===== config.mk =====
export PLATFORM = sky130hd
export DESIGN_NAME = quote_feed_char_parser_core_flat
export DESIGN_NICKNAME = d
export VERILOG_FILES = /design/src/sv/qfcp_pkg.sv /design/src/sv/qfcp_if.sv /design/src/sv/qfcp_front.sv /design/src/sv/qfcp_queue.sv /design/src/sv/qfcp_back.sv /design/src/sv/quote_feed_char_parser_core.sv /design/src/flat_wrapper.sv
export SDC_FILE = /design/constraint.sdc
export NUM_CORES = 1
export LEC_CHECK = 0
export BUFFER_PORTS_ARGS = -buffer_cell sky130_fd_sc_hd__buf_2
export CORE_ASPECT_RATIO = 0.5
export CORE_MARGIN = 10
export CORE_UTILIZATION = 45
export DETAILED_ROUTE_END_ITERATION = 6
export HOLD_SLACK_MARGIN = 0.06
export MAX_ROUTING_LAYER = met4
export PLACE_DENSITY = 0.58
export SETUP_SLACK_MARGIN = 0.15
export SLEW_MARGIN = 20
export SYNTH_ARGS = -nofsm -noshare
export SYNTH_HDL_FRONTEND = slang
export SYNTH_HIERARCHICAL = 1
export SYNTH_SLANG_ARGS = --single-unit

===== constraint.sdc =====
create_clock -name i_clk -period 45.6 [get_ports i_clk]
set_clock_uncertainty 0.2 [all_clocks]
set_input_delay 2.28 -clock i_clk [delete_from_list [all_inputs] [get_ports i_clk]]
set_output_delay 2.28 -clock i_clk [all_outputs]
set_load 0.005 [all_outputs]

===== src/sv/qfcp_pkg.sv =====
// shared types and constants of the quote feed character parser
package qfcp_pkg;

    // fixed widths of the result fields
    localparam int TEXT_BYTES = 16;
    localparam int CNT_W      = 5;

    // queue between front and back
    localparam int QUEUE_DEPTH = 4;
    localparam int QPTR_W      = $clog2(QUEUE_DEPTH);

    // character codes
    localparam logic [7:0] CH_LOWER_A = 8'd97;
    localparam logic [7:0] CH_LOWER_Z = 8'd122;
    localparam logic [7:0] CH_DEL     = 8'd127;
    localparam logic [7:0] CH_COMMA   = 8'h2C;
    localparam logic [7:0] CH_SEVEN   = 8'h37;

    // field tags
    localparam logic [7:0] TAG_NONE   = 8'h00;
    localparam logic [7:0] TAG_STAMP  = 8'h67; // g
    localparam logic [7:0] TAG_PREC   = 8'h66; // f
    localparam logic [7:0] TAG_BIDSZ  = 8'h6A; // j
    localparam logic [7:0] TAG_ASKSZ  = 8'h6B; // k
    localparam logic [7:0] TAG_TRADE  = 8'h74; // t
    localparam logic [7:0] TAG_TRDSZ  = 8'h69; // i
    localparam logic [7:0] TAG_ASK    = 8'h61; // a
    localparam logic [7:0] TAG_BID    = 8'h62; // b

    typedef enum logic [1:0] {
        FN_HDR_CHAR   = 2'd0,
        FN_MSG_CHAR   = 2'd1,
        FN_MSG_DELIM  = 2'd2,
        FN_PKT_DELIM  = 2'd3
    } t_func;

    typedef enum logic [1:0] {
        CLS_LOWER,
        CLS_DEL,
        CLS_COMMA,
        CLS_OTHER
    } t_cls;

    typedef enum logic [2:0] {
        KIND_HEADER     = 3'd0,
        KIND_PRECISION  = 3'd1,
        KIND_BID_SIZE   = 3'd2,
        KIND_ASK_SIZE   = 3'd3,
        KIND_TRADE      = 3'd4,
        KIND_TRADE_SIZE = 3'd5,
        KIND_ASK        = 3'd6,
        KIND_BID        = 3'd7
    } t_kind;

    // classified input beat
    typedef struct packed {
        t_func      func;
        logic [7:0] ch;
        t_cls       cls;
    } t_item;

    // one result beat
    typedef struct packed {
        t_kind              kind;
        logic [63:0]        value_low;
        logic [63:0]        value_high;
        logic [CNT_W-1:0]   value_length;
        logic [63:0]        stamp_low;
        logic [63:0]        stamp_high;
        logic [CNT_W-1:0]   stamp_length;
        logic               truncated;
        logic               last;
    } t_res;

endpackage


===== src/sv/qfcp_if.sv =====
// channel interfaces: character input and parsed event output
interface qfcp_in_if;
    logic       valid;
    logic       ready;
    logic [1:0] func;
    logic [7:0] ch;

    modport source(output valid, output func, output ch, input ready);
    modport sink(input valid, input func, input ch, output ready);
endinterface

interface qfcp_out_if;
    logic        valid;
    logic        ready;
    logic [2:0]  kind;
    logic [63:0] value_low;
    logic [63:0] value_high;
    logic [4:0]  value_length;
    logic [63:0] stamp_low;
    logic [63:0] stamp_high;
    logic [4:0]  stamp_length;
    logic        truncated;
    logic        last;

    modport source(
        output valid, output kind, output value_low, output value_high,
        output value_length, output stamp_low, output stamp_high,
        output stamp_length, output truncated, output last, input ready
    );
    modport sink(
        input valid, input kind, input value_low, input value_high,
        input value_length, input stamp_low, input stamp_high,
        input stamp_length, input truncated, input last, output ready
    );
endinterface


===== src/sv/qfcp_front.sv =====
// front stage: takes input beats and classifies the character
module qfcp_front
    import qfcp_pkg::*;
(
    input  logic       i_clk,
    input  logic       i_rst_n,
    input  logic       i_in_valid,
    output logic       o_in_ready,
    input  logic [1:0] i_func,
    input  logic [7:0] i_ch,
    output logic       o_valid,
    input  logic       i_ready,
    output t_item      o_item
);

    logic  r_valid;
    t_item r_item;
    t_item w_item;
    logic  w_take;

    always_comb begin
        w_item.func = t_func'(i_func);
        w_item.ch   = i_ch;
        if (i_ch >= CH_LOWER_A && i_ch <= CH_LOWER_Z) begin
            w_item.cls = CLS_LOWER;
        end else if (i_ch == CH_DEL) begin
            w_item.cls = CLS_DEL;
        end else if (i_ch == CH_COMMA) begin
            w_item.cls = CLS_COMMA;
        end else begin
            w_item.cls = CLS_OTHER;
        end
    end

    assign o_in_ready = !r_valid || i_ready;
    assign w_take     = i_in_valid && o_in_ready;

    always_ff @(posedge i_clk) begin
        if (!i_rst_n) begin
            r_valid <= 1'b0;
        end else if (w_take) begin
            r_valid <= 1'b1;
        end else if (i_ready) begin
            r_valid <= 1'b0;
        end
    end

    always_ff @(posedge i_clk) begin
        if (w_take) begin
            r_item <= w_item;
        end
    end

    assign o_valid = r_valid;
    assign o_item  = r_item;

endmodule


===== src/sv/qfcp_queue.sv =====
// short fifo of classified beats between front and back
module qfcp_queue
    import qfcp_pkg::*;
(
    input  logic  i_clk,
    input  logic  i_rst_n,
    input  logic  i_valid,
    output logic  o_ready,
    input  t_item i_item,
    output logic  o_valid,
    input  logic  i_ready,
    output t_item o_item
);

    t_item              r_mem [QUEUE_DEPTH];
    logic [QPTR_W-1:0]  r_wptr;
    logic [QPTR_W-1:0]  r_rptr;
    logic [QPTR_W:0]    r_count;
    logic               w_push;
    logic               w_pop;

    assign o_ready = (r_count < (QPTR_W+1)'(QUEUE_DEPTH));
    assign o_valid = (r_count != '0);
    assign o_item  = r_mem[r_rptr];
    assign w_push  = i_valid && o_ready;
    assign w_pop   = o_valid && i_ready;

    always_ff @(posedge i_clk) begin
        if (!i_rst_n) begin
            r_wptr  <= '0;
            r_rptr  <= '0;
            r_count <= '0;
        end else begin
            if (w_push) begin
                r_wptr <= r_wptr + QPTR_W'(1);
            end
            if (w_pop) begin
                r_rptr <= r_rptr + QPTR_W'(1);
            end
            case ({w_push, w_pop})
                2'b10:   r_count <= r_count + (QPTR_W+1)'(1);
                2'b01:   r_count <= r_count - (QPTR_W+1)'(1);
                default: r_count <= r_count;
            endcase
        end
    end

    always_ff @(posedge i_clk) begin
        if (w_push) begin
            r_mem[r_wptr] <= i_item;
        end
    end

endmodule


===== src/sv/qfcp_back.sv =====
// back stage: parser state, text stores and two-slot result register
module qfcp_back
    import qfcp_pkg::*;
#(
    parameter int MAX_CHARS = 16
) (
    input  logic  i_clk,
    input  logic  i_rst_n,
    input  logic  i_valid,
    output logic  o_ready,
    input  t_item i_item,
    output logic  o_valid,
    input  logic  i_ready,
    output t_res  o_res
);

    localparam int IW = (MAX_CHARS > 1) ? $clog2(MAX_CHARS) : 1;
    localparam logic [CNT_W-1:0] MAXC = CNT_W'(MAX_CHARS);

    // text stores, no reset
    logic [7:0] r_hdr_text   [MAX_CHARS];
    logic [7:0] r_val_text   [MAX_CHARS];
    logic [7:0] r_code_text  [MAX_CHARS];
    logic [7:0] r_stamp_text [MAX_CHARS];

    // control state
    logic [CNT_W-1:0] r_hdr_count, n_hdr_count;
    logic             r_hdr_cut, n_hdr_cut;
    logic             r_hdr_done, n_hdr_done;
    logic             r_msg_open, n_msg_open;
    logic             r_head_done, n_head_done;
    logic             r_symbol, n_symbol;
    logic             r_field_open, n_field_open;
    logic [7:0]       r_tag, n_tag;
    logic [CNT_W-1:0] r_vcount, n_vcount;
    logic [CNT_W-1:0] r_ccount, n_ccount;
    logic [CNT_W-1:0] r_scount, n_scount;
    logic [2:0]       r_cut, n_cut; // bit 0 value, bit 1 code, bit 2 stamp

    // result slots
    t_res       r_slot0, n_slot0;
    t_res       r_slot1, n_slot1;
    logic [1:0] r_rcnt, n_rcnt;

    logic w_exec;
    logic w_take;
    logic do_hdr_app;
    logic do_val_app;
    logic do_swap;
    logic do_g77;
    logic do_close;
    logic do_open;
    logic emit_h;
    logic emit_f;
    logic cf_g77;
    logic cf_emit;
    t_kind cf_kind;

    logic [8*TEXT_BYTES-1:0] w_hdr_pack;
    logic [8*TEXT_BYTES-1:0] w_val_pack;
    logic [8*TEXT_BYTES-1:0] w_stamp_pack;
    t_res w_res_h;
    t_res w_res_f;

    // pack texts, bytes at and beyond the count read as zero
    for (genvar k = 0; k < TEXT_BYTES; k++) begin : g_pack
        if (k < MAX_CHARS) begin : g_on
            assign w_hdr_pack[8*k +: 8] =
                (r_hdr_count > CNT_W'(k)) ? r_hdr_text[k] : 8'd0;
            assign w_val_pack[8*k +: 8] =
                (r_vcount > CNT_W'(k)) ? r_val_text[k] : 8'd0;
            assign w_stamp_pack[8*k +: 8] =
                (r_scount > CNT_W'(k)) ? r_stamp_text[k] : 8'd0;
        end else begin : g_off
            assign w_hdr_pack[8*k +: 8]   = 8'd0;
            assign w_val_pack[8*k +: 8]   = 8'd0;
            assign w_stamp_pack[8*k +: 8] = 8'd0;
        end
    end

    assign w_take  = (r_rcnt != 2'd0) && i_ready;
    assign o_ready = (r_rcnt == 2'd0) || ((r_rcnt == 2'd1) && w_take);
    assign w_exec  = i_valid && o_ready;

    // what closing the open field would do
    always_comb begin
        cf_g77  = 1'b0;
        cf_emit = 1'b1;
        cf_kind = KIND_PRECISION;
        case (r_tag)
            TAG_STAMP: begin
                cf_emit = 1'b0;
                cf_g77  = (r_ccount == CNT_W'(2)) && (r_code_text[0] == CH_SEVEN)
                          && (r_code_text[1] == CH_SEVEN);
            end
            TAG_PREC:  cf_emit = (r_ccount == '0);
            TAG_BIDSZ: cf_kind = KIND_BID_SIZE;
            TAG_ASKSZ: cf_kind = KIND_ASK_SIZE;
            TAG_TRADE: cf_kind = KIND_TRADE;
            TAG_TRDSZ: cf_kind = KIND_TRADE_SIZE;
            TAG_ASK:   cf_kind = KIND_ASK;
            TAG_BID:   cf_kind = KIND_BID;
            default:   cf_emit = 1'b0;
        endcase
    end

    // step of the parser
    always_comb begin
        n_hdr_count  = r_hdr_count;
        n_hdr_cut    = r_hdr_cut;
        n_hdr_done   = r_hdr_done;
        n_msg_open   = r_msg_open;
        n_head_done  = r_head_done;
        n_symbol     = r_symbol;
        n_field_open = r_field_open;
        n_tag        = r_tag;
        n_vcount     = r_vcount;
        n_ccount     = r_ccount;
        n_scount     = r_scount;
        n_cut        = r_cut;
        do_hdr_app   = 1'b0;
        do_val_app   = 1'b0;
        do_swap      = 1'b0;
        do_g77       = 1'b0;
        do_close     = 1'b0;
        do_open      = 1'b0;
        emit_h       = 1'b0;
        emit_f       = 1'b0;

        if (w_exec) begin
            case (i_item.func)
                FN_HDR_CHAR: begin
                    if (r_hdr_count < MAXC) begin
                        do_hdr_app  = 1'b1;
                        n_hdr_count = r_hdr_count + CNT_W'(1);
                    end else begin
                        n_hdr_cut = 1'b1;
                    end
                end
                FN_MSG_CHAR: begin
                    if (!r_head_done) begin
                        if (i_item.cls == CLS_LOWER) begin
                            // prefix letter before any symbol char is ignored
                            if (r_symbol) begin
                                if (r_field_open) begin
                                    do_close = (r_vcount != '0);
                                    do_open  = (r_vcount != '0);
                                end else begin
                                    n_head_done = 1'b1;
                                    do_open     = 1'b1;
                                end
                            end
                        end else begin
                            n_symbol = 1'b1;
                        end
                    end else if (i_item.cls == CLS_LOWER || i_item.cls == CLS_DEL) begin
                        // delimiter on an empty value leaves the field as is
                        if (r_field_open) begin
                            do_close = (r_vcount != '0);
                            do_open  = (r_vcount != '0);
                        end else begin
                            do_open = 1'b1;
                        end
                    end else if (i_item.cls == CLS_COMMA) begin
                        do_swap  = 1'b1;
                        n_vcount = r_ccount;
                        n_ccount = r_vcount;
                        n_cut[0] = r_cut[1];
                        n_cut[1] = r_cut[0];
                    end else if (r_vcount < MAXC) begin
                        do_val_app = 1'b1;
                        n_vcount   = r_vcount + CNT_W'(1);
                    end else begin
                        n_cut[0] = 1'b1;
                    end
                end
                FN_MSG_DELIM: begin
                    if (!r_hdr_done) begin
                        emit_h     = 1'b1;
                        n_hdr_done = 1'b1;
                    end
                    do_close = r_field_open;
                    if (r_msg_open) begin
                        n_head_done = 1'b0;
                        n_symbol    = 1'b0;
                    end
                    n_msg_open = 1'b1;
                end
                FN_PKT_DELIM: begin
                    do_close = r_field_open;
                    if (r_msg_open) begin
                        n_msg_open  = 1'b0;
                        n_head_done = 1'b0;
                        n_symbol    = 1'b0;
                    end
                    n_hdr_count = '0;
                    n_hdr_cut   = 1'b0;
                    n_hdr_done  = 1'b0;
                end
                default: begin
                end
            endcase

            if (do_close) begin
                emit_f = cf_emit;
                if (cf_g77) begin
                    // value becomes the timestamp, with its cut flag
                    do_g77   = 1'b1;
                    n_scount = r_vcount;
                    n_cut[2] = r_cut[0];
                end
                n_tag        = TAG_NONE;
                n_vcount     = '0;
                n_ccount     = '0;
                n_cut[1:0]   = 2'b00;
                n_field_open = 1'b0;
            end
            if (do_open) begin
                n_tag        = i_item.ch;
                n_field_open = 1'b1;
            end
        end
    end

    // result beats, stamp is always the one before this step
    always_comb begin
        w_res_h.kind         = KIND_HEADER;
        w_res_h.value_low    = w_hdr_pack[63:0];
        w_res_h.value_high   = w_hdr_pack[127:64];
        w_res_h.value_length = r_hdr_count;
        w_res_h.stamp_low    = w_stamp_pack[63:0];
        w_res_h.stamp_high   = w_stamp_pack[127:64];
        w_res_h.stamp_length = r_scount;
        w_res_h.truncated    = r_hdr_cut || r_cut[2];
        w_res_h.last         = !emit_f;

        w_res_f.kind         = cf_kind;
        w_res_f.value_low    = w_val_pack[63:0];
        w_res_f.value_high   = w_val_pack[127:64];
        w_res_f.value_length = r_vcount;
        w_res_f.stamp_low    = w_stamp_pack[63:0];
        w_res_f.stamp_high   = w_stamp_pack[127:64];
        w_res_f.stamp_length = r_scount;
        w_res_f.truncated    = r_cut[0] || r_cut[2];
        w_res_f.last         = 1'b1;
    end

    always_comb begin
        n_slot0 = r_slot0;
        n_slot1 = r_slot1;
        n_rcnt  = r_rcnt;
        if (w_exec) begin
            n_rcnt  = {1'b0, emit_h} + {1'b0, emit_f};
            n_slot0 = emit_h ? w_res_h : w_res_f;
            n_slot1 = w_res_f;
        end else if (w_take) begin
            n_slot0 = r_slot1;
            n_rcnt  = r_rcnt - 2'd1;
        end
    end

    always_ff @(posedge i_clk) begin
        if (!i_rst_n) begin
            r_hdr_count  <= '0;
            r_hdr_cut    <= 1'b0;
            r_hdr_done   <= 1'b0;
            r_msg_open   <= 1'b0;
            r_head_done  <= 1'b0;
            r_symbol     <= 1'b0;
            r_field_open <= 1'b0;
            r_tag        <= TAG_NONE;
            r_vcount     <= '0;
            r_ccount     <= '0;
            r_scount     <= '0;
            r_cut        <= '0;
            r_rcnt       <= 2'd0;
        end else begin
            r_hdr_count  <= n_hdr_count;
            r_hdr_cut    <= n_hdr_cut;
            r_hdr_done   <= n_hdr_done;
            r_msg_open   <= n_msg_open;
            r_head_done  <= n_head_done;
            r_symbol     <= n_symbol;
            r_field_open <= n_field_open;
            r_tag        <= n_tag;
            r_vcount     <= n_vcount;
            r_ccount     <= n_ccount;
            r_scount     <= n_scount;
            r_cut        <= n_cut;
            r_rcnt       <= n_rcnt;
        end
    end

    always_ff @(posedge i_clk) begin
        r_slot0 <= n_slot0;
        r_slot1 <= n_slot1;
        if (do_hdr_app) begin
            r_hdr_text[r_hdr_count[IW-1:0]] <= i_item.ch;
        end
        if (do_val_app) begin
            r_val_text[r_vcount[IW-1:0]] <= i_item.ch;
        end
        if (do_swap) begin
            r_val_text  <= r_code_text;
            r_code_text <= r_val_text;
        end
        if (do_g77) begin
            r_stamp_text <= r_val_text;
        end
    end

    assign o_valid = (r_rcnt != 2'd0);
    assign o_res   = r_slot0;

endmodule


===== src/sv/quote_feed_char_parser_core.sv =====
// top level of the quote feed character parser
//
//  channel  | dir | modport | payload                                        | beat when
//  ---------+-----+---------+------------------------------------------------+-------------------
//  i_in     | in  | sink    | func, ch                                       | valid && ready
//  o_out    | out | source  | kind, value_*, stamp_*, truncated, last        | valid && ready
//
//  one character beat per cycle is taken while the queue has room; the back executes
//  one beat per cycle while its result slots can accept it; a beat that yields two events
//  (header plus field) holds the result stage until both are taken, the four-entry
//  queue absorbs that; a beat passes front register, queue and result register
//  synchronous active-low reset clears control state; text stores are not reset
//  either side may stall at any time; input stalls only when the queue fills
module quote_feed_char_parser_core
    import qfcp_pkg::*;
#(
    parameter int MAX_CHARS = 16
) (
    input  logic         i_clk,
    input  logic         i_rst_n,
    qfcp_in_if.sink      i_in,
    qfcp_out_if.source   o_out
);

    // front to queue
    logic  w_fq_valid;
    logic  w_fq_ready;
    t_item w_fq_item;

    // queue to back
    logic  w_qb_valid;
    logic  w_qb_ready;
    t_item w_qb_item;

    // back result
    t_res  w_res;

    // classify each incoming character beat
    qfcp_front u_front (
        .i_clk      (i_clk),
        .i_rst_n    (i_rst_n),
        .i_in_valid (i_in.valid),
        .o_in_ready (i_in.ready),
        .i_func     (i_in.func),
        .i_ch       (i_in.ch),
        .o_valid    (w_fq_valid),
        .i_ready    (w_fq_ready),
        .o_item     (w_fq_item)
    );

    // decouples the front from stalls of the result side
    qfcp_queue u_queue (
        .i_clk   (i_clk),
        .i_rst_n (i_rst_n),
        .i_valid (w_fq_valid),
        .o_ready (w_fq_ready),
        .i_item  (w_fq_item),
        .o_valid (w_qb_valid),
        .i_ready (w_qb_ready),
        .o_item  (w_qb_item)
    );

    // parser state machine, text stores and result slots
    qfcp_back #(
        .MAX_CHARS (MAX_CHARS)
    ) u_back (
        .i_clk   (i_clk),
        .i_rst_n (i_rst_n),
        .i_valid (w_qb_valid),
        .o_ready (w_qb_ready),
        .i_item  (w_qb_item),
        .o_valid (o_out.valid),
        .i_ready (o_out.ready),
        .o_res   (w_res)
    );

    // event beat fields
    assign o_out.kind         = w_res.kind;
    assign o_out.value_low    = w_res.value_low;
    assign o_out.value_high   = w_res.value_high;
    assign o_out.value_length = w_res.value_length;
    assign o_out.stamp_low    = w_res.stamp_low;
    assign o_out.stamp_high   = w_res.stamp_high;
    assign o_out.stamp_length = w_res.stamp_length;
    assign o_out.truncated    = w_res.truncated;
    assign o_out.last         = w_res.last;

endmodule

===== src/flat_wrapper.sv =====
// flat-port wrapper written by rule: the top's interface ports become plain ports
module quote_feed_char_parser_core_flat import qfcp_pkg::*;
#(
    parameter int MAX_CHARS = 16
)
  (i_clk, i_rst_n, i_in_valid, i_in_func, i_in_ch, i_in_ready, o_out_valid, o_out_kind, o_out_value_low, o_out_value_high, o_out_value_length, o_out_stamp_low, o_out_stamp_high, o_out_stamp_length, o_out_truncated, o_out_last, o_out_ready);
  qfcp_in_if i_in_i ();
  qfcp_out_if o_out_i ();
  input  logic i_clk;
  input  logic i_rst_n;
  input wire logic [$bits(i_in_i.valid)-1:0] i_in_valid;
  input wire logic [$bits(i_in_i.func)-1:0] i_in_func;
  input wire logic [$bits(i_in_i.ch)-1:0] i_in_ch;
  output wire logic [$bits(i_in_i.ready)-1:0] i_in_ready;
  output wire logic [$bits(o_out_i.valid)-1:0] o_out_valid;
  output wire logic [$bits(o_out_i.kind)-1:0] o_out_kind;
  output wire logic [$bits(o_out_i.value_low)-1:0] o_out_value_low;
  output wire logic [$bits(o_out_i.value_high)-1:0] o_out_value_high;
  output wire logic [$bits(o_out_i.value_length)-1:0] o_out_value_length;
  output wire logic [$bits(o_out_i.stamp_low)-1:0] o_out_stamp_low;
  output wire logic [$bits(o_out_i.stamp_high)-1:0] o_out_stamp_high;
  output wire logic [$bits(o_out_i.stamp_length)-1:0] o_out_stamp_length;
  output wire logic [$bits(o_out_i.truncated)-1:0] o_out_truncated;
  output wire logic [$bits(o_out_i.last)-1:0] o_out_last;
  input wire logic [$bits(o_out_i.ready)-1:0] o_out_ready;
  assign i_in_i.valid = i_in_valid;
  assign i_in_i.func = i_in_func;
  assign i_in_i.ch = i_in_ch;
  assign i_in_ready = i_in_i.ready;
  assign o_out_valid = o_out_i.valid;
  assign o_out_kind = o_out_i.kind;
  assign o_out_value_low = o_out_i.value_low;
  assign o_out_value_high = o_out_i.value_high;
  assign o_out_value_length = o_out_i.value_length;
  assign o_out_stamp_low = o_out_i.stamp_low;
  assign o_out_stamp_high = o_out_i.stamp_high;
  assign o_out_stamp_length = o_out_i.stamp_length;
  assign o_out_truncated = o_out_i.truncated;
  assign o_out_last = o_out_i.last;
  assign o_out_i.ready = o_out_ready;
  quote_feed_char_parser_core #(.MAX_CHARS(MAX_CHARS)) u_core (.i_clk(i_clk), .i_rst_n(i_rst_n), .i_in(i_in_i), .o_out(o_out_i));
endmodule

==> summary.md, run 1 <==
| Metric | Value |
|---|---|
| Status | completed |
| Register area share after synthesis | 0.765 |
| Final nets | 3,140 |
| Post-Syn Instances | 2,835 |
| Post-synthesis net count | 2,868 |
| DR vias | 24,800 |
| # hold bufs at CTS | 0 |
| Arr. time, crit path | 6.95 ns |
| Area grow syn2layout | 13.2% |
| Vias per inst | 5.48 |
| YS warnings | 6 |
| Worst-Margin Slew | 1.08 ns |
| Unrepaired setup endpoints after global routing | no |
| ANT nets after route | 0 |
| Final worst path period share | 0.147 |
| Initial Util | 0.457 |
| CP startpoint kind | primary input |
| Hold/Removal Path Class | reg2reg |
| Clock transition at path regs | 0.07 ns |
| Setup tns final | 0 ns |
| Cell Area, Synth | 44,900 um^2 |
| CP Launch Point | o_out_ready |
| Ranking of synthesized cells by area | edfxtp_1, and2_1, mux2_2, nand2_1, a221o_1 |
| Post-CTS Setup Bufs | 0 |
| Yosys cell types | 72 |
| Max-Cap Viols | 0 |
| Synth async-reset ratio | 0 |
| Synth top area share | 0.744 |
| Hold_sp | u_core/u_back/r_val_text[116] |
| Largest net degree at the start of global routing | 176 |
| Ports | 287 |
| Clk_lat worst skew | 0.72 ns |
| Post-CTS Resized | 0 |
| Crit-path max cell delay | 0.80 ns |
| Leak Pwr | 18.4 nW |
| Max frequency | 149 MHz |
| First-pass DRT Iterations | 5 |
| Gpl congestion | 0.801 |
| GRT Total Usage | 0.194 |
| Synth area leader | edfxtp_1 |
| CTS root buf | clkbuf_16 |
| DRT Wirelength | 110,000 um |
| Synthesized flop and latch total | 1,161 |
| Endpoints failing setup | 0 |
| Setup crit end kind | flip-flop |
| Die X | 467 um |
| Share of layout cells above drive strength 1 | 0.201 |
| Cell Chain, Critical Path | buf_2 > a21oi_1 > nand2b_4 > buf_4 > buf_4 > or2_4 > clkinv_8 > buf_4 > nand2_1 > nand2_1 |
| DR iter-0 viols | 2,209 |
| Max transition margin | 0.281 |
| RR Startpoint | u_core/u_back/r_rcnt[0] |
| CTS max path bufs | 3 |
| Final hold vios | 0 |
| Core area | 98,400 um^2 |
| Vias in the first global route | 24,500 |
| Remaining DRCs | 0 |
| Hold WS | 0.276 ns |
| Routed WL per cell | 24.4 um |
| H-tree depth | 3 |
| Crit path time final | 6.69 ns |
| TritonCTS clock tree | built |
| EDFF count, synth | 1,113 |
| Critical path class | in2reg |
| Num CTS Buffers | 102 |
| DP Wirelength | 67,400 um |
| Num rows | 81 |
| WP data required | 45.86 ns |
| CP dominant cell by count | buf_4 |
| Die Ht | 243 um |
| Crit Path Max Fanout | 175 |
| Port Buf Inserts | 286 |
| Power per Cell Area | 64.5 nW/um^2 |
| First-pass GRT wire length | 163,000 um |
| Initial antenna violation count | 5 |
| Die area | 114,000 um^2 |
| Worst vdd rail ir drop | 0.0466 mV |
| Clock net sink count | 1,161 |
| GRT overflow | 0 |
| Avg Synthesized Cell Area | 15.9 um^2 |
| Critical-path top delay cell | or2_4 |
| Final Max Tran Viols | 0 |
| Top FF cell, synth | edfxtp_1 |
where the power goes:
group	total [mW]	internal, mW	switching, mW
clock network	0.838	0.449	0.389
logic	0.792	0.266	0.526
registers	1.65	1.56	0.0920
total	3.28	2.27	1.01
state kept, by name (all words and copies together), names as in the netlist, 3 cells and up, named ones only:
signal                      flops
u_core/u_back/o_res           271
u_core/u_back/r_ccount          5
u_core/u_back/r_code_text     128
u_core/u_back/r_cut             3
u_core/u_back/r_hdr_count       5
u_core/u_back/r_hdr_text      128
u_core/u_back/r_scount          5
u_core/u_back/r_slot1         270
u_core/u_back/r_stamp_text    128
u_core/u_back/r_tag             8
u_core/u_back/r_val_text      128
u_core/u_back/r_vcount          5
u_core/u_front/o_item          12
u_core/u_queue/r_count          3
u_core/u_queue/r_mem           48
critical path: cells and delay by family:
family / cells / cell delay [ns]
buffers and inverters: 5 / 2.87
AND/OR/NAND/NOR: 4 / 1.30
AO/OA/AOI/OAI: 1 / 0.28
synthesized netlist by cell type (3+ instances only):
library cell and instances:
edfxtp_1 1113, nand2_1 348, and2_1 315, nand3_1 142, mux2_2 129, a221o_1 128, clkbuf_1 75, nor2b_1 63
a21oi_1 51, dfxtp_1 48, nor2_1 47, buf_1 36, buf_2 33, inv_1 30, and3_1 28, o21ai_0 28
and2_0 19, ha_1 18, mux2i_1 13, nor3_1 12, buf_4 10, mux4_2 10, nand2b_1 10, o211ai_1 9
xnor2_1 9, a21o_1 8, a21oi_2 8, buf_6 7, a31oi_1 5, o2111ai_1 5, o22ai_1 5, or3_1 5
a211oi_1 4, nand4b_1 4, or2_2 4, a22o_1 3, nand3b_1 3, nand4_1 3, o21bai_1 3
layout by cell type (no fill, tap or decap), types with 6 or more instances in the layout:
| master | instances |
|---|---|
| edfxtp_1 | 1113 |
| nand2_1 | 347 |
| and2_1 | 315 |
| buf_2 | 286 |
| nand3_1 | 142 |
| mux2_2 | 129 |
| a221o_1 | 128 |
| clkbuf_16 | 104 |
| nor2b_1 | 63 |
| a21oi_1 | 50 |
| dfxtp_1 | 48 |
| nor2_1 | 45 |
| buf_4 | 41 |
| inv_1 | 29 |
| and3_1 | 28 |
| o21ai_0 | 27 |
| clkbuf_1 | 25 |
| clkinv_1 | 22 |
| and2_0 | 19 |
| ha_1 | 18 |
| clkinv_2 | 13 |
| mux2i_1 | 13 |
| nor3_1 | 10 |
| mux4_2 | 10 |
| nand2b_1 | 9 |
| xnor2_1 | 9 |
| a21oi_2 | 9 |
| o211ai_1 | 9 |
| a21o_1 | 8 |
| clkinvlp_4 | 6 |
kinds of logic after synthesis:
kind of cell | count (synthesis) | synth area share
DFF | 1161 | 0.765
buffers and inverters | 193 | 0.0190
and+or+nand+nor | 1022 | 0.117
xor gates and xnor gates | 10 | 0.00195
adders and majority gates | 19 | 0.00546
AOI/OAI and AO/OA | 276 | 0.0499
muxes | 154 | 0.0414
final cells by class:
class	count	area (um^2)
Antenna cell	4	10.0
Clock buffer	133	2750
Clock inverter	51	413
Fill cell	8166	47500
Inverter	32	140
Multi-Input combinational cell	1481	9750
Sequential cell	1161	34400
Tap cell	1328	1660
Timing Repair Buffer	329	1760
worst paths after layout:
path                                    end  slack (ns)  cells past startpoint
max reg2reg    u_core/u_back/r_val_text[65]       39.92                     11
min          u_core/u_back/r_code_text[116]        0.28                      0
min reg2reg  u_core/u_back/r_code_text[116]        0.28                      0
max            u_core/u_back/r_val_text[65]       38.91                     10
metrics by stage:
| stage | utilization | worst slack, ns | instance area [um^2] | power, mW | cells |
|---|---|---|---|---|---|
| 3_3_place_gp | 0.484 | 38.66 | 47700 | 2.48 | 4331 |
| 6_report | 0.517 | 38.91 | 50900 | 3.28 | 4519 |
| 2_1_floorplan | - | 29.31 | 44900 | 2.20 | 2835 |
| 4_1_cts | 0.517 | 39.25 | 50900 | 3.33 | 4515 |
| 5_1_grt | 0.517 | 38.55 | 50900 | 3.44 | 4516 |
| 3_5_place_dp | 0.485 | 38.48 | 47700 | 2.49 | 4331 |
per-layer routing:
layer,GRT usage,up-vias,routed length [um]
li1,-,11200,-
met1,0.265,12600,48400
met2,0.298,799,51800
met3,0.0365,173,7060
met4,0.0567,0,2980
met5,-,-,0
Power figures use the tool's default switching activity.
==> run 2, diff against run 1 <==
ABC_AREA = 1   (was default)
clock period = 6.3 ns   (was 45.6 ns; I/O delays follow)
==> run 2 against run 1 <==
- wire length rose by 4.3%
- clock power rose to 7.5 times the previous value
- via count rose by 12%
- area after synthesis rose by 0.42%
- synthesized cell count rose by 26%
- power rose to 7.7 times the previous value
- critical path type is now reg2reg
- critical endpoint is now u_core/u_back/r_val_text[15]
- largest cell class unchanged
- largest power group unchanged
==> summary.md, run 2 <==
| Metric | Value |
|---|---|
| Status | completed |
| Synth top cells by count | edfxtp_1, nand2_1, inv_1 |
| First-pass GRT wire length | 172,000 um |
| Routed WL per cell | 21.6 um |
| Clk_lat worst skew | 0.72 ns |
| Die X | 468 um |
| Critical-path top delay cell | inv_8 |
| Vias per inst | 5.23 |
| Critical path class | reg2reg |
| Register area share after synthesis | 0.762 |
| DRT Wirelength | 115,000 um |
| Unrepaired setup endpoints after global routing | no |
| Worst-Margin Slew | 1.16 ns |
| Leak Pwr | 20.6 nW |
| DP Cell Count | 5,121 |
| CP startpoint kind | flip-flop |
| Die area | 114,000 um^2 |
| Crit path time final | 4.90 ns |
| Synthesized flop and latch total | 1,161 |
| Initial antenna violation count | 2 |
| CTS max path bufs | 3 |
| Arr. time, crit path | 5.03 ns |
| Sw Ratio | 0.346 |
| Final hold vios | 0 |
| Gpl congestion | 0.880 |
| GRT met3 Usage | 0.0302 |
| Cell Chain, Critical Path | buf_4 > inv_2 > o21ai_0 > o22ai_1 > nand2_1 > inv_1 > nand3_4 > inv_8 > nor2_1 > nor2_1 |
| Clock net sink count | 1,161 |
| Max-Cap Viols | 0 |
| Grt peak-use layer | met2 |
| CTS root buf | clkbuf_16 |
| TritonCTS clock tree | built |
| Initial Util | 0.452 |
| Max reg flops | 271 |
| Antenna diodes | 0 |
| Non-filler cells, final | 5,326 |
| Met2 usage | 0.316 |
| Clock transition at path regs | 0.07 ns |
| DR vias | 27,800 |
| YS warnings | 6 |
| DR iter-0 viols | 3,067 |
| EDFF count, synth | 1,113 |
| Top FF cell, synth | edfxtp_1 |
| Yosys cell types | 51 |
| Share of layout cells above drive strength 1 | 0.138 |
| Power per Cell Area | 493 nW/um^2 |
| CP dominant cell by count | nor2_1 |
| Max frequency | 204 MHz |
| Area grow syn2layout | 14.2% |
| Total Power | 25.4 mW |
| First-pass DRT Iterations | 6 |
| Num rows | 82 |
| Largest net degree at the start of global routing | 151 |
| Final worst path period share | 0.777 |
| Post-Syn Instances | 3,584 |
| DP Wirelength | 72,700 um |
| Vias in the first global route | 26,900 |
| Avg Synthesized Cell Area | 12.6 um^2 |
| Clock share of power | 0.246 |
| Max transition margin | 0.220 |
| Ranking of synthesized cells by area | edfxtp_1, nand2_1, nand3_1, inv_1, nor2_1 |
| GRT Total Usage | 0.202 |
| Synth top area share | 0.741 |
| Final nets | 3,928 |
| ANT nets after route | 0 |
| Top-count cell post-synth | edfxtp_1 |
| Top cell family by delay on the critical path | buffers and inverters |
| Switching power | 8.79 mW |
| Setup tns final | 0 ns |
| Die Ht | 244 um |
| Port Buf Inserts | 286 |
| Cell Area, Synth | 45,100 um^2 |
| Crit path buf inv count | 4 |
| Worst vdd rail ir drop | 0.365 mV |
| Hold/Removal Path Class | in2reg |
| Final core occ | 0.516 |
| Remaining DRCs | 0 |
| Setup crit end kind | flip-flop |
| Ports | 287 |
| Commonest non-fill, non-tap cell in the layout | edfxtp_1 |
| Crit Path Max Fanout | 131 |
| Combinational power share | 0.274 |
| Synth area leader | edfxtp_1 |
| WP data required | 6.43 ns |
| Int Power | 16.6 mW |
| H-tree depth | 3 |
| Endpoints failing setup | 0 |
| GRT overflow | 0 |
| Core area | 99,800 um^2 |
| Flop pwr share | 0.480 |
| Crit-path max cell delay | 0.89 ns |
| Post-synthesis net count | 3,617 |
| Hold WS | 0.120 ns |
| Num CTS Buffers | 102 |
| Synth async-reset ratio | 0 |
| Most frequent cells in the layout | edfxtp_1, nand2_1, inv_1 |
| Met1 usage in global routing | 0.276 |
| Final Max Tran Viols | 0 |
run 2: cell count changes after synthesis, sizes merged, moves of 99 or more:
cell and delta:
and2 -334, nor2 +235, o21ai +99, a221o -128, inv +347, mux2 -129
nand2 +637, nand3 +137
run 2: area by class of cell:
cell class	count	area, um^2
fill	8577	48300
sequential	1161	34400
multi-input combinational	1908	8830
clock buffer	133	2710
timing repair buffer	340	1880
tap	1344	1680
inverter	382	1470
clock inverter	58	578
run 2: logic make-up (layout without fill, tap and decap cells):
family	after synthesis	in the layout	share of synthesized area
compound gates	317	317	0.0441
xor+xnor	1	1	0.000194
fa+ha+maj	19	19	0.00543
buf+inv	515	913	0.0462
flops	1161	1161	0.762
simple gates	1571	1571	0.142
run 2: worst paths after layout:
check / startpoint / endpoint / slack, ns / cells after the start
max: flip-flop / u_core/u_back/r_val_text[15] / 1.40 / 10
min: i_in_func[1] / u_core/u_front/o_item[11] / 0.12 / 2
max reg2reg: flip-flop / u_core/u_back/r_val_text[15] / 1.40 / 10
min reg2reg: u_core/u_back/r_scount[0] / u_core/u_back/r_slot1[2] / 0.26 / 0
run 2: layer usage:
layer	up-vias	share of wire
met5	-	0
met4	0	0.025
met3	173	0.063
met2	980	0.48
met1	13700	0.43
li1	13000	-
run 2: what timing repair did:
item | 4_1_cts | 5_1_grt
resized for setup | 0 | 0
endpoints found under the setup margin | 0 | 0
hold buffers | 14 | 0
buffers inserted | 0 | 0
hold endpoints to repair | 52 | 0
run 2: stage by stage:
stage | worst slack (ns) | instance area (um^2)
6_report | 1.40 | 51500
5_1_grt | 1.09 | 51500
4_1_cts | 1.53 | 51500
3_5_place_dp | 1.55 | 48100
3_3_place_gp | 1.76 | 48100
2_1_floorplan | 1.02 | 45100
run 2: power groups by stage:
stage	clock, mW	combinational (mW)	sequential [mW]
floorplan	0	3.55	12.5
global placement	0	7.02	12.4
detailed placement	0	7.12	12.4
CTS	6.38	7.15	12.3
global route	6.69	7.65	12.4
finish	6.25	6.97	12.2
run 2: worst register-to-register path, cell delays in order (launching register included):
cell and delay [ns]:
dfxtp_1 0.30, buf_4 0.20, inv_2 0.34, o21ai_0 0.14
o22ai_1 0.46, nand2_1 0.35, inv_1 0.29, nand3_4 0.58
inv_8 0.93, nor2_1 0.22, nor2_1 0.55
